## src/hw/rtl/evt2_pkg.sv

```systemverilog
// shared types and constants of the evt2 event decoder
`timescale 1ns / 1ps
`default_nettype none

package evt2_pkg;

	// word type codes in bits 31..28
	localparam logic [3:0] TYPE_CD_OFF      = 4'h0;
	localparam logic [3:0] TYPE_CD_ON       = 4'h1;
	localparam logic [3:0] TYPE_TIME_HIGH   = 4'h8;
	localparam logic [3:0] TYPE_EXT_TRIGGER = 4'hA;
	localparam logic [3:0] TYPE_OTHERS      = 4'hE;
	localparam logic [3:0] TYPE_CONTINUED   = 4'hF;

	// field positions inside a word
	localparam int TYPE_LSB = 28;
	localparam int TLOW_LSB = 22;
	localparam int X_LSB    = 11;

	localparam int WORD_W   = 32;
	localparam int TYPE_W   = 4;
	localparam int BODY_W   = 28;
	localparam int TLOW_W   = 6;
	localparam int ADDR_W   = 11;
	localparam int TS_W     = 34;
	localparam int COUNT_W  = 32;

	// class of a word after the front stage
	typedef enum logic [1:0] {
		KIND_CD,
		KIND_TIME_HIGH,
		KIND_UNKNOWN,
		KIND_SKIP
	} kind_t;

	// result status codes
	typedef enum logic [1:0] {
		ST_EVENT    = 2'd0,
		ST_UNKNOWN  = 2'd1,
		ST_TS_BACK  = 2'd2,
		ST_RESERVED = 2'd3
	} status_t;

	// classified word handed from front to back
	typedef struct packed {
		kind_t              kind;
		logic               pol;
		logic [BODY_W-1:0]  body;
	} rec_t;

	// one result beat
	typedef struct packed {
		status_t            status;
		logic [TS_W-1:0]    timestamp;
		logic [ADDR_W-1:0]  x_addr;
		logic [ADDR_W-1:0]  y_addr;
		logic               polarity;
		logic               last;
	} res_t;

endpackage

`default_nettype wire

```

## src/hw/rtl/evt2_queue.sv

```systemverilog
// small first-word-fall-through queue built from flops
`timescale 1ns / 1ps
`default_nettype none

module evt2_queue #(
	parameter int DEPTH = 2,
	parameter int WIDTH = 8
) (
	input  wire logic             clk,
	input  wire logic             arst_n,
	input  wire logic             push,
	input  wire logic [WIDTH-1:0] push_data,
	output logic                  full,
	input  wire logic             pop,
	output logic                  empty,
	output logic [WIDTH-1:0]      pop_data
);

	localparam int PTR_W = (DEPTH > 1) ? $clog2(DEPTH) : 1;
	localparam int CNT_W = $clog2(DEPTH + 1);
	localparam logic [PTR_W-1:0] LAST_PTR = PTR_W'(DEPTH - 1);
	localparam logic [CNT_W-1:0] FULL_CNT = CNT_W'(DEPTH);

	logic [WIDTH-1:0] mem_q [DEPTH];
	logic [PTR_W-1:0] wr_ptr_q;
	logic [PTR_W-1:0] rd_ptr_q;
	logic [CNT_W-1:0] count_q;
	logic             do_push;
	logic             do_pop;

	// handshake qualification
	assign full     = (count_q == FULL_CNT);
	assign empty    = (count_q == '0);
	assign do_push  = push && !full;
	assign do_pop   = pop && !empty;
	assign pop_data = mem_q[rd_ptr_q];

	// storage
	always_ff @(posedge clk) begin
		if (do_push) begin
			mem_q[wr_ptr_q] <= push_data;
		end
	end

	// pointers and fill count
	always_ff @(posedge clk or negedge arst_n) begin
		if (!arst_n) begin
			wr_ptr_q <= '0;
			rd_ptr_q <= '0;
			count_q  <= '0;
		end else begin
			if (do_push) begin
				wr_ptr_q <= (wr_ptr_q == LAST_PTR) ? '0 : wr_ptr_q + 1'b1;
			end
			if (do_pop) begin
				rd_ptr_q <= (rd_ptr_q == LAST_PTR) ? '0 : rd_ptr_q + 1'b1;
			end
			if (do_push && !do_pop) begin
				count_q <= count_q + 1'b1;
			end else if (do_pop && !do_push) begin
				count_q <= count_q - 1'b1;
			end
		end
	end

endmodule

`default_nettype wire

```

## src/hw/rtl/evt2_front.sv

```systemverilog
// front stage: accepts raw words, classifies them, drops skipped types
`timescale 1ns / 1ps
`default_nettype none

module evt2_front
	import evt2_pkg::*;
(
	input  wire logic              clk,
	input  wire logic              arst_n,
	input  wire logic              push,
	input  wire logic [WORD_W-1:0] word,
	output logic                   full,
	output logic                   rec_push,
	output rec_t                   rec_data,
	input  wire logic              rec_full
);

	logic [TYPE_W-1:0] wtype;
	kind_t             kind;
	logic              accept;
	logic              valid_s1;
	rec_t              rec_s1;

	assign wtype = word[TYPE_LSB +: TYPE_W];

	// word type decode
	always_comb begin
		case (wtype)
			TYPE_CD_OFF, TYPE_CD_ON:                      kind = KIND_CD;
			TYPE_TIME_HIGH:                               kind = KIND_TIME_HIGH;
			TYPE_EXT_TRIGGER, TYPE_OTHERS, TYPE_CONTINUED: kind = KIND_SKIP;
			default:                                      kind = KIND_UNKNOWN;
		endcase
	end

	// stage stalls only when it holds a beat the queue cannot take
	assign full     = valid_s1 && rec_full;
	assign accept   = push && !full;
	assign rec_push = valid_s1 && !rec_full;
	assign rec_data = rec_s1;

	// classified word register
	always_ff @(posedge clk or negedge arst_n) begin
		if (!arst_n) begin
			valid_s1 <= 1'b0;
		end else if (accept) begin
			valid_s1 <= (kind != KIND_SKIP);
		end else if (rec_push) begin
			valid_s1 <= 1'b0;
		end
	end

	always_ff @(posedge clk) begin
		if (accept) begin
			rec_s1.kind <= kind;
			rec_s1.pol  <= (wtype == TYPE_CD_ON);
			rec_s1.body <= word[BODY_W-1:0];
		end
	end

endmodule

`default_nettype wire

```

## src/hw/rtl/evt2_back.sv

```systemverilog
// back stage: keeps decoder state, checks time order, builds results
`timescale 1ns / 1ps
`default_nettype none

module evt2_back
	import evt2_pkg::*;
(
	input  wire logic               clk,
	input  wire logic               arst_n,
	input  wire logic               cfg_we,
	input  wire logic [COUNT_W-1:0] cfg_data,
	input  wire logic               rec_empty,
	input  wire rec_t               rec_data,
	output logic                    rec_pop,
	input  wire logic               res_full,
	output logic                    res_push,
	output res_t                    res_data
);

	logic [COUNT_W-1:0] max_events_q;
	logic [BODY_W-1:0]  stored_th_q;
	logic [TS_W-1:0]    prev_time_q;
	logic [COUNT_W-1:0] done_q;
	logic               halted_q;

	logic               go;
	logic               active;
	logic [TS_W-1:0]    ts;
	logic               ts_back;
	logic [COUNT_W-1:0] done_next;

	// take a beat whenever the result queue has room
	assign go      = !rec_empty && !res_full;
	assign rec_pop = go;

	assign active    = !halted_q && (done_q < max_events_q);
	assign ts        = {stored_th_q, rec_data.body[TLOW_LSB +: TLOW_W]};
	assign ts_back   = (ts < prev_time_q);
	assign done_next = done_q + 1'b1;

	// result selection
	always_comb begin
		res_push = 1'b0;
		res_data = '0;
		if (go && active) begin
			case (rec_data.kind)
				KIND_CD: begin
					res_push = 1'b1;
					if (ts_back) begin
						res_data.status = ST_TS_BACK;
					end else begin
						res_data.status    = ST_EVENT;
						res_data.timestamp = ts;
						res_data.x_addr    = rec_data.body[X_LSB +: ADDR_W];
						res_data.y_addr    = rec_data.body[ADDR_W-1:0];
						res_data.polarity  = rec_data.pol;
						res_data.last      = (done_next == max_events_q);
					end
				end
				KIND_UNKNOWN: begin
					res_push        = 1'b1;
					res_data.status = ST_UNKNOWN;
				end
				default: begin
					res_push = 1'b0;
				end
			endcase
		end
	end

	// decoder state
	always_ff @(posedge clk or negedge arst_n) begin
		if (!arst_n) begin
			max_events_q <= '1;
			stored_th_q  <= '0;
			prev_time_q  <= '0;
			done_q       <= '0;
			halted_q     <= 1'b0;
		end else begin
			if (cfg_we) begin
				max_events_q <= cfg_data;
			end
			if (go && active) begin
				case (rec_data.kind)
					KIND_CD: begin
						if (ts_back) begin
							halted_q <= 1'b1;
						end else begin
							prev_time_q <= ts;
							done_q      <= done_next;
						end
					end
					KIND_TIME_HIGH: begin
						stored_th_q <= rec_data.body;
					end
					KIND_UNKNOWN: begin
						halted_q <= 1'b1;
					end
					default: begin
						halted_q <= halted_q;
					end
				endcase
			end
		end
	end

endmodule

`default_nettype wire

```

## src/hw/rtl/evt2_event_decoder.sv

```systemverilog
// top level of the evt2 event-stream decoder
// Input channel: a raw 32-bit word is taken at a clock edge with push high
// and full low. Result channel: while empty is low the oldest result sits on
// status, timestamp, x_addr, y_addr, polarity and last; it is taken at an
// edge with pop high. Configuration: cfg_we writes cfg_data into the event
// count limit (reset value all ones); the user must write it only while the
// block is idle, which the block itself does not enforce. Throughput is one
// word per clock while full is low. A word passes a classify register, a
// small queue and the execute stage before its result lands in the output
// queue. Time-high and skipped words give no result. An unknown type or a
// timestamp going backwards gives one error result and halts the block until
// reset; once the event limit is reached further words are dropped.
// When pop is held low the output queue fills, the execute stage stops, the
// middle queue fills and full rises; nothing is lost. Reset clears all
// queues, the stored time, the event count and the halt flag.
`timescale 1ns / 1ps
`default_nettype none

module evt2_event_decoder
	import evt2_pkg::*;
#(
	parameter int MID_DEPTH = 4,
	parameter int OUT_DEPTH = 2
) (
	input  wire logic               clk,
	input  wire logic               arst_n,
	input  wire logic               cfg_we,
	input  wire logic [COUNT_W-1:0] cfg_data,
	input  wire logic               push,
	input  wire logic [WORD_W-1:0]  word,
	output logic                    full,
	input  wire logic               pop,
	output logic                    empty,
	output logic [1:0]              status,
	output logic [TS_W-1:0]         timestamp,
	output logic [ADDR_W-1:0]       x_addr,
	output logic [ADDR_W-1:0]       y_addr,
	output logic                    polarity,
	output logic                    last
);

	logic                rec_push;
	rec_t                rec_in;
	logic                rec_full;
	logic                rec_pop;
	logic                rec_empty;
	logic [$bits(rec_t)-1:0] rec_out_bits;
	rec_t                rec_out;
	logic                res_push;
	res_t                res_in;
	logic                res_full;
	logic [$bits(res_t)-1:0] res_out_bits;
	res_t                res_out;

	// classify stage
	evt2_front u_front (
		.clk      (clk),
		.arst_n   (arst_n),
		.push     (push),
		.word     (word),
		.full     (full),
		.rec_push (rec_push),
		.rec_data (rec_in),
		.rec_full (rec_full)
	);

	// decoupling queue between front and back
	evt2_queue #(
		.DEPTH (MID_DEPTH),
		.WIDTH ($bits(rec_t))
	) u_mid_queue (
		.clk       (clk),
		.arst_n    (arst_n),
		.push      (rec_push),
		.push_data (rec_in),
		.full      (rec_full),
		.pop       (rec_pop),
		.empty     (rec_empty),
		.pop_data  (rec_out_bits)
	);

	assign rec_out = rec_t'(rec_out_bits);

	// execute stage
	evt2_back u_back (
		.clk       (clk),
		.arst_n    (arst_n),
		.cfg_we    (cfg_we),
		.cfg_data  (cfg_data),
		.rec_empty (rec_empty),
		.rec_data  (rec_out),
		.rec_pop   (rec_pop),
		.res_full  (res_full),
		.res_push  (res_push),
		.res_data  (res_in)
	);

	// result queue
	evt2_queue #(
		.DEPTH (OUT_DEPTH),
		.WIDTH ($bits(res_t))
	) u_out_queue (
		.clk       (clk),
		.arst_n    (arst_n),
		.push      (res_push),
		.push_data (res_in),
		.full      (res_full),
		.pop       (pop),
		.empty     (empty),
		.pop_data  (res_out_bits)
	);

	// result fields
	assign res_out   = res_t'(res_out_bits);
	assign status    = res_out.status;
	assign timestamp = res_out.timestamp;
	assign x_addr    = res_out.x_addr;
	assign y_addr    = res_out.y_addr;
	assign polarity  = res_out.polarity;
	assign last      = res_out.last;

endmodule

`default_nettype wire
```

## config.mk

```make
export PLATFORM = sky130hd
export DESIGN_NAME = evt2_event_decoder
export DESIGN_NICKNAME = d
export VERILOG_FILES = /design/src/hw/rtl/evt2_pkg.sv /design/src/hw/rtl/evt2_queue.sv /design/src/hw/rtl/evt2_front.sv /design/src/hw/rtl/evt2_back.sv /design/src/hw/rtl/evt2_event_decoder.sv
export SDC_FILE = /design/constraint.sdc
export NUM_CORES = 1
export LEC_CHECK = 0
export BUFFER_PORTS_ARGS = -buffer_cell sky130_fd_sc_hd__clkbuf_2
export CORE_ASPECT_RATIO = 0.9
export CORE_MARGIN = 2
export CORE_UTILIZATION = 45
export DETAILED_ROUTE_END_ITERATION = 8
export PLACE_DENSITY = 0.58
export SYNTH_ARGS = -nofsm -noshare
export SYNTH_HDL_FRONTEND = slang
export SYNTH_SLANG_ARGS = --single-unit
```

## constraint.sdc

```tcl
create_clock -name clk -period 15.4 [get_ports clk]
set_clock_uncertainty 0.1 [all_clocks]
set_input_delay 3.08 -clock clk [delete_from_list [all_inputs] [get_ports clk]]
set_output_delay 3.08 -clock clk [all_outputs]
set_load 0.02 [all_outputs]
```

# ---- Yosys cells after proc, flatten, opt, wreduce, memory -nomap -nowiden
# Memories as Yosys holds them, arrays and structs flattened.
# Cells that the tools add are included.
# Widths: inputs -> output; s select.
dict set report word_totals {
  n_memories 2
  wordCells 105
  out_inout_bits 62
  regBits 170
  mem_bits_rw 244
}
# memory depth word_bits read_ports rd_ports_with_merged_regs write_ports line
set memory_table {}
lappend memory_table {u_mid_queue.mem_q 4 31 1 0 1 evt2_queue.sv:24} ;# logic [WIDTH-1:0] mem_q [DEPTH];
lappend memory_table {u_out_queue.mem_q 2 60 1 0 1 evt2_queue.sv:24}
dict set report op_classes {
  eq_ne 14
  n_mux 24
  magnitude_cmp 2
  bitwise_logic 1
  reduce_logical 38
  add_sub_neg 9
}
# cell count
set ops {}
lappend ops {{$mux 58} 2}
lappend ops {{$mux 60} 1}
lappend ops {{$lt 34x34->1} 1}
lappend ops {{$add 32x1->32 const B} 1}
lappend ops {{$eq 32x32->1} 1}
lappend ops {{$lt 32x32->1} 1}
lappend ops {{$eq 4x4->1 const B} 4}
lappend ops {{$logic_and 1x1->1} 14}
lappend ops {{$mux 1} 11}
lappend ops {{$logic_not 1->1} 10}
lappend ops {{$mux 2} 5}
lappend ops {{$eq 2x2->1 const B} 4}
lappend ops {{$reduce_bool 2->1} 4}
lappend ops {{$add 2x1->2 const B} 3}
lappend ops {{$mux 3} 2}
lappend ops {{$pmux 2 s3} 1}
lappend ops {{$reduce_and 3->1} 2}
lappend ops {{$eq 4x1->1 const B} 1}
lappend ops {{$logic_not 2->1} 2}
lappend ops {{$logic_not 4->1} 1}
lappend ops {{$pmux 2 s2} 1}
lappend ops {{$reduce_or 2->1} 2}
lappend ops {{$add 3x1->3 const B} 1}
lappend ops {{$eq 3x3->1 const B} 1}
lappend ops {{other kinds (11)} 12}

# ---- Depth between registers and ports, before layout
dict set report depth {
  word_depth 10
  ltp_mapped 14
}

# ---- Cells and area by module
# Synthesis repeated with hierarchy kept, for this count alone.
dict set report hier_totals {
  cells_unflattened 1374
  hier_area_um2 18923.1
}
# mod n_inst cells_per_inst area_each_um2
set modules_own_cells {}
lappend modules_own_cells {evt2_back 1 926 8121.5}
lappend modules_own_cells {{evt2_queue (u_mid_queue)} 1 199 4938.5}
lappend modules_own_cells {{evt2_queue (u_out_queue)} 1 206 4828.4}
lappend modules_own_cells {evt2_front 1 43 1034.7}

# ---- Worst setup path after synthesis
# No wires, ideal clock.
dict set report synth_path {
  path_kind {register -> register}
  start {reg u_back.max_events_q[19]}
  end {mem u_out_queue.mem_q[0][0] (netlist bit), enable pin}
  setup_time_ns 0.478
  synth_period_minus_slack_ns 5.513
  arrival_ns 4.935
  slack_ns 9.887
  path_stages_with_launch 11
  cell_sequence {dfstp_2 inv_1 ha_1 a21oi_1 o21ai_1 a221o_1 a221o_1 or3_1 buf_2 buf_1 nor2_1}
}
dict set report synth_between {
  elab_chain_len 7
}
# item line
set synth_lines {}
lappend synth_lines {{start: declaration} evt2_back.sv:20} ;# logic [COUNT_W-1:0] max_events_q;
lappend synth_lines {{start signal: assignment} evt2_back.sv:81} ;# max_events_q <= cfg_data;
lappend synth_lines {{$lt 32x32->1} evt2_back.sv:36} ;# assign active = !halted_q && (done_q < max_events_q);
lappend synth_lines {{$logic_and 1x1->1} evt2_back.sv:36}
lappend synth_lines {{$logic_and 1x1->1} evt2_back.sv:45} ;# if (go && active) begin
lappend synth_lines {{$mux 1} evt2_back.sv:45}
lappend synth_lines {{$logic_and 1x1->1} evt2_queue.sv:34} ;# assign do_push = push && !full;
lappend synth_lines {{$mux 1} evt2_queue.sv:40} ;# if (do_push) begin
lappend synth_lines {{$mux 1 (not written as such)} evt2_queue.sv:41} ;# mem_q[wr_ptr_q] <= push_data;
lappend synth_lines {{end: declaration} evt2_queue.sv:24}
# Every way passes these cells.

# ---- Final worst setup path
dict set report layout_path {
  start {reg u_out_queue.rd_ptr_q}
  end {out y_addr[3]}
}
dict set report layout_between {
  elab_chain_len 1
}
# item line
set layout_lines {}
lappend layout_lines {{start: declaration} evt2_queue.sv:26} ;# logic [PTR_W-1:0] rd_ptr_q;
lappend layout_lines {{start signal: assignment} evt2_queue.sv:56} ;# rd_ptr_q <= (rd_ptr_q == LAST_PTR) ? '0 : rd_ptr_q + 1'b1;
lappend layout_lines {{$mem_v2 2x60} n/a}
lappend layout_lines {{end: declaration} evt2_event_decoder.sv:37} ;# output logic [ADDR_W-1:0] y_addr,
# Every way passes these cells.

==> run metrics <==
run status=finished clean; IO Pins=between 100 and 150; clk_lat worst skew=between 500 and 600 ps; Hold EP=u_back.prev_time_q[1]$_DFFE_PN0P_; post-route ant nets=0; Hold Fails Final Rpt=0; unrepaired setup endpoints after global routing=false; chip width=~220 um; vias in the first global route=10.8k; GRT Util Overall=approximately a fifth; Final setup viols=0; async set-or-reset flop fraction in the synthesized netlist=between 30% and 40%; Worst R2R Start=u_mid_queue.rd_ptr_q[0]$_DFFE_PN0P_; met1 Use GR=between 20% and 30%; met2 Usage GRT=between 20% and 30%; CTS tree=yes; Clock Sinks=414; routability cong.=approximately 0.84; startpoint types=register; DR iter-0 viols=between 600 and 700; TritonCTS Buffers=44; die area=between 0.04 and 0.05 mm2; post_cts resized=0; row count=70; cells on worst reg2reg path=12; first-pass GRT wire length=approximately 62 mm; H-tree level count=2; Overall Power=between 3000 and 4000 uW; critical-path maximum fanout=between 60 and 70; Worst slew margin=between 20 and 25%; Setup CP Type=reg2out; most frequent cell after synthesis=edfxtp_1; # nets final=1,581; YS warnings=0; Hold Crit Depth=1; Detailed Routing Iterations Pass 1=4; IO buf count=130; # hold bufs at CTS=0; Mapped Nets=1,445; period utilisation layout=approximately a third; Peak VDD IR=0.0914 mV; Hold Crit Class=reg2reg; r2r endpoint=u_back.prev_time_q[32]$_DFFE_PN0P_; WP data required=between 10,000 and 15,000 ps; predominant post-synthesis flop cell=edfxtp_1; FILL cells=between 3k and 4k; Hold Crit Start=u_back.prev_time_q[1]$_DFFE_PN0P_; Layout area overhead=14.1%; setup_tns=0 ps; clock root cell=clkbuf_16; sequential fraction of the synthesis area=between 60% and 70%; Critical Path End Type=output port; mapped cell area=0.0187 mm2; Synth top cells by count=275 x edfxtp_1, 107 x dfrtp_1, 92 x mux2_2, 85 x inv_1, 73 x ha_1; die height=198 um; Max Slew Vio Count=0; Max Cap Viol=0; P_leak=0.00840 uW; GR Util met3=~3.7%; Netlist cell types=roughly 70; post-synth top area cell=edfxtp_1; GR Overflow Total=0; share of cells above drive strength 1=between 20% and 30%; clock-pin transition on the worst setup and hold timing paths=60 ps; Cells after Synth=1,302; wire per inst=a little under 20 um; Max Clock Freq=0.185 GHz; reg-to-reg slack, setup=around 10,000 ps; detailed placer's ending HPWL=25.8 mm; Yosys reg bits=414; Worst EP arrival=2230 ps; main area contributors after synthesis=edfxtp_1 44%, dfrtp_1 14%, mux2_2 5.5%; Core ar.=about 0.041 mm2; final wirelength=about 39 mm; post-route minimum period=between 5000 and 6000 ps; GR peak layer=met1; clock buffer depth=3; pin count of the biggest net entering global routing=96; Hold Slack=between 300 and 400 ps; Least-Margin Pin Slew=about 1100 ps; pwr/cell area=around 170 mW/mm2; post-synth top area share=~44%; drt drc=0; Mean Syn Cell Area=~14 um2; via-per-instance ratio=5.29; Post-CTS Setup Inserts=0; initial antenna violation count=0; EDFF count, synth=275; Vias=about 11k; Starting Density=about 46%
-- worst max path at each step --
stage | from | to | slack, ps | cells after the start
final | u_out_queue.rd_ptr_q$_DFFE_PN0P_ | y_addr[3] | 9990 | 3
after global routing | u_mid_queue.rd_ptr_q[0]$_DFFE_PN0P_ | u_back.prev_time_q[32]$_DFFE_PN0P_ | 9760 | 12
after CTS | u_out_queue.rd_ptr_q$_DFFE_PN0P_ | timestamp[2] | 9900 | 3
after detailed placement | u_mid_queue.rd_ptr_q[0]$_DFFE_PN0P_ | u_back.done_q[1]$_DFFE_PN0P_ | 10000 | 12
after global placement | u_mid_queue.rd_ptr_q[0]$_DFFE_PN0P_ | u_back.done_q[1]$_DFFE_PN0P_ | 10060 | 12
after floorplan | u_back.max_events_q[19]$_DFFE_PN1P_ | u_out_queue.mem_q[0][0]$_DFFE_PP_ | 9890 | 10
-- cell families after synthesis --
kind of cell | after synthesis | share of synthesized area [%]
AND/OR/NAND/NOR | 300 | 8.81
buffers and inverters | 142 | 3.08
adder cells (fa/ha/maj) | 74 | 4.98
XOR/XNOR | 74 | 3.46
multiplexers | 160 | 12.1
flip-flops | 414 | 62.9
AO/OA/AOI/OAI | 138 | 4.72
-- flip-flops by register name, summed over array words and instances, names as in the netlist --
| register | count |
|---|---|
| u_mid_queue.mem_q | 124 |
| u_out_queue.mem_q | 120 |
| u_back.prev_time_q | 34 |
| u_back.done_q | 32 |
| u_back.max_events_q | 32 |
| u_front.rec_data | 31 |
| u_back.stored_th_q | 28 |
| u_mid_queue.count_q | 3 |
| u_mid_queue.rd_ptr_q | 2 |
| u_mid_queue.wr_ptr_q | 2 |
| u_out_queue.count_q | 2 |
| u_back.halted_q | 1 |
| u_front.valid_s1 | 1 |
| u_out_queue.rd_ptr_q | 1 |
| u_out_queue.wr_ptr_q | 1 |
-- per-layer routing --
layer	part of all wire (%)	up-vias
met5	0	-
li1	-	5079
met4	1.5	0
met1	51	5342
met3	4.6	45
met2	43	200
-- per-stage QoR --
step	util (%)	area [um2]	cells	setup WS [ps]
final	52.4	21400	2015	9990
after global routing	52.3	21400	2014	9760
after CTS	52.3	21400	2014	9900
after detailed placement	48.9	20000	1932	10000
after global placement	48.9	20000	1932	10060
after floorplan	-	18700	1302	9890
-- critical path, cell delays in order (launching register included) --
cell	delay (ps)
dfrtp_2	340
buf_4	670
mux2_2	460
clkbuf_2	170
-- layout make-up --
type	instances	area (um2)	area share, %
flip-flops and latches	414	11800	55.1
multi-input cells	746	6400	30.0
clock buffers	57	1160	5.43
repair buffers	146	777	3.64
well taps	540	676	3.16
inverters	86	323	1.51
clock inverters	25	251	1.18
diodes	1	2.50	0.0117
-- power by group --
| group | leakage [uW] | switching (uW) | internal [uW] | total [uW] |
|---|---|---|---|---|
| Clock | 0.000682 | 436 | 602 | 1040 |
| Sequential | 0.00428 | 132 | 1410 | 1550 |
| Combinational | 0.00343 | 572 | 438 | 1010 |
-- cells in the final DEF (no fill, tap or decap), types with 25 or more instances in the layout --
cell | netlist | routed
dfstp_2 | 32 | 32
xor2_1 | 42 | 42
clkbuf_16 | 0 | 44
dfrtp_1 | 107 | 105
and2_1 | 61 | 61
inv_1 | 85 | 85
mux4_2 | 31 | 31
edfxtp_1 | 275 | 275
ha_1 | 73 | 73
xnor2_1 | 32 | 32
a21oi_1 | 34 | 34
mux2_2 | 92 | 92
mux2_4 | 30 | 30
nand3_1 | 25 | 25
nor3_1 | 29 | 29
clkbuf_2 | 1 | 129
nand2_1 | 72 | 72
o21ai_0 | 47 | 47
Power figures use the tool's default switching activity.
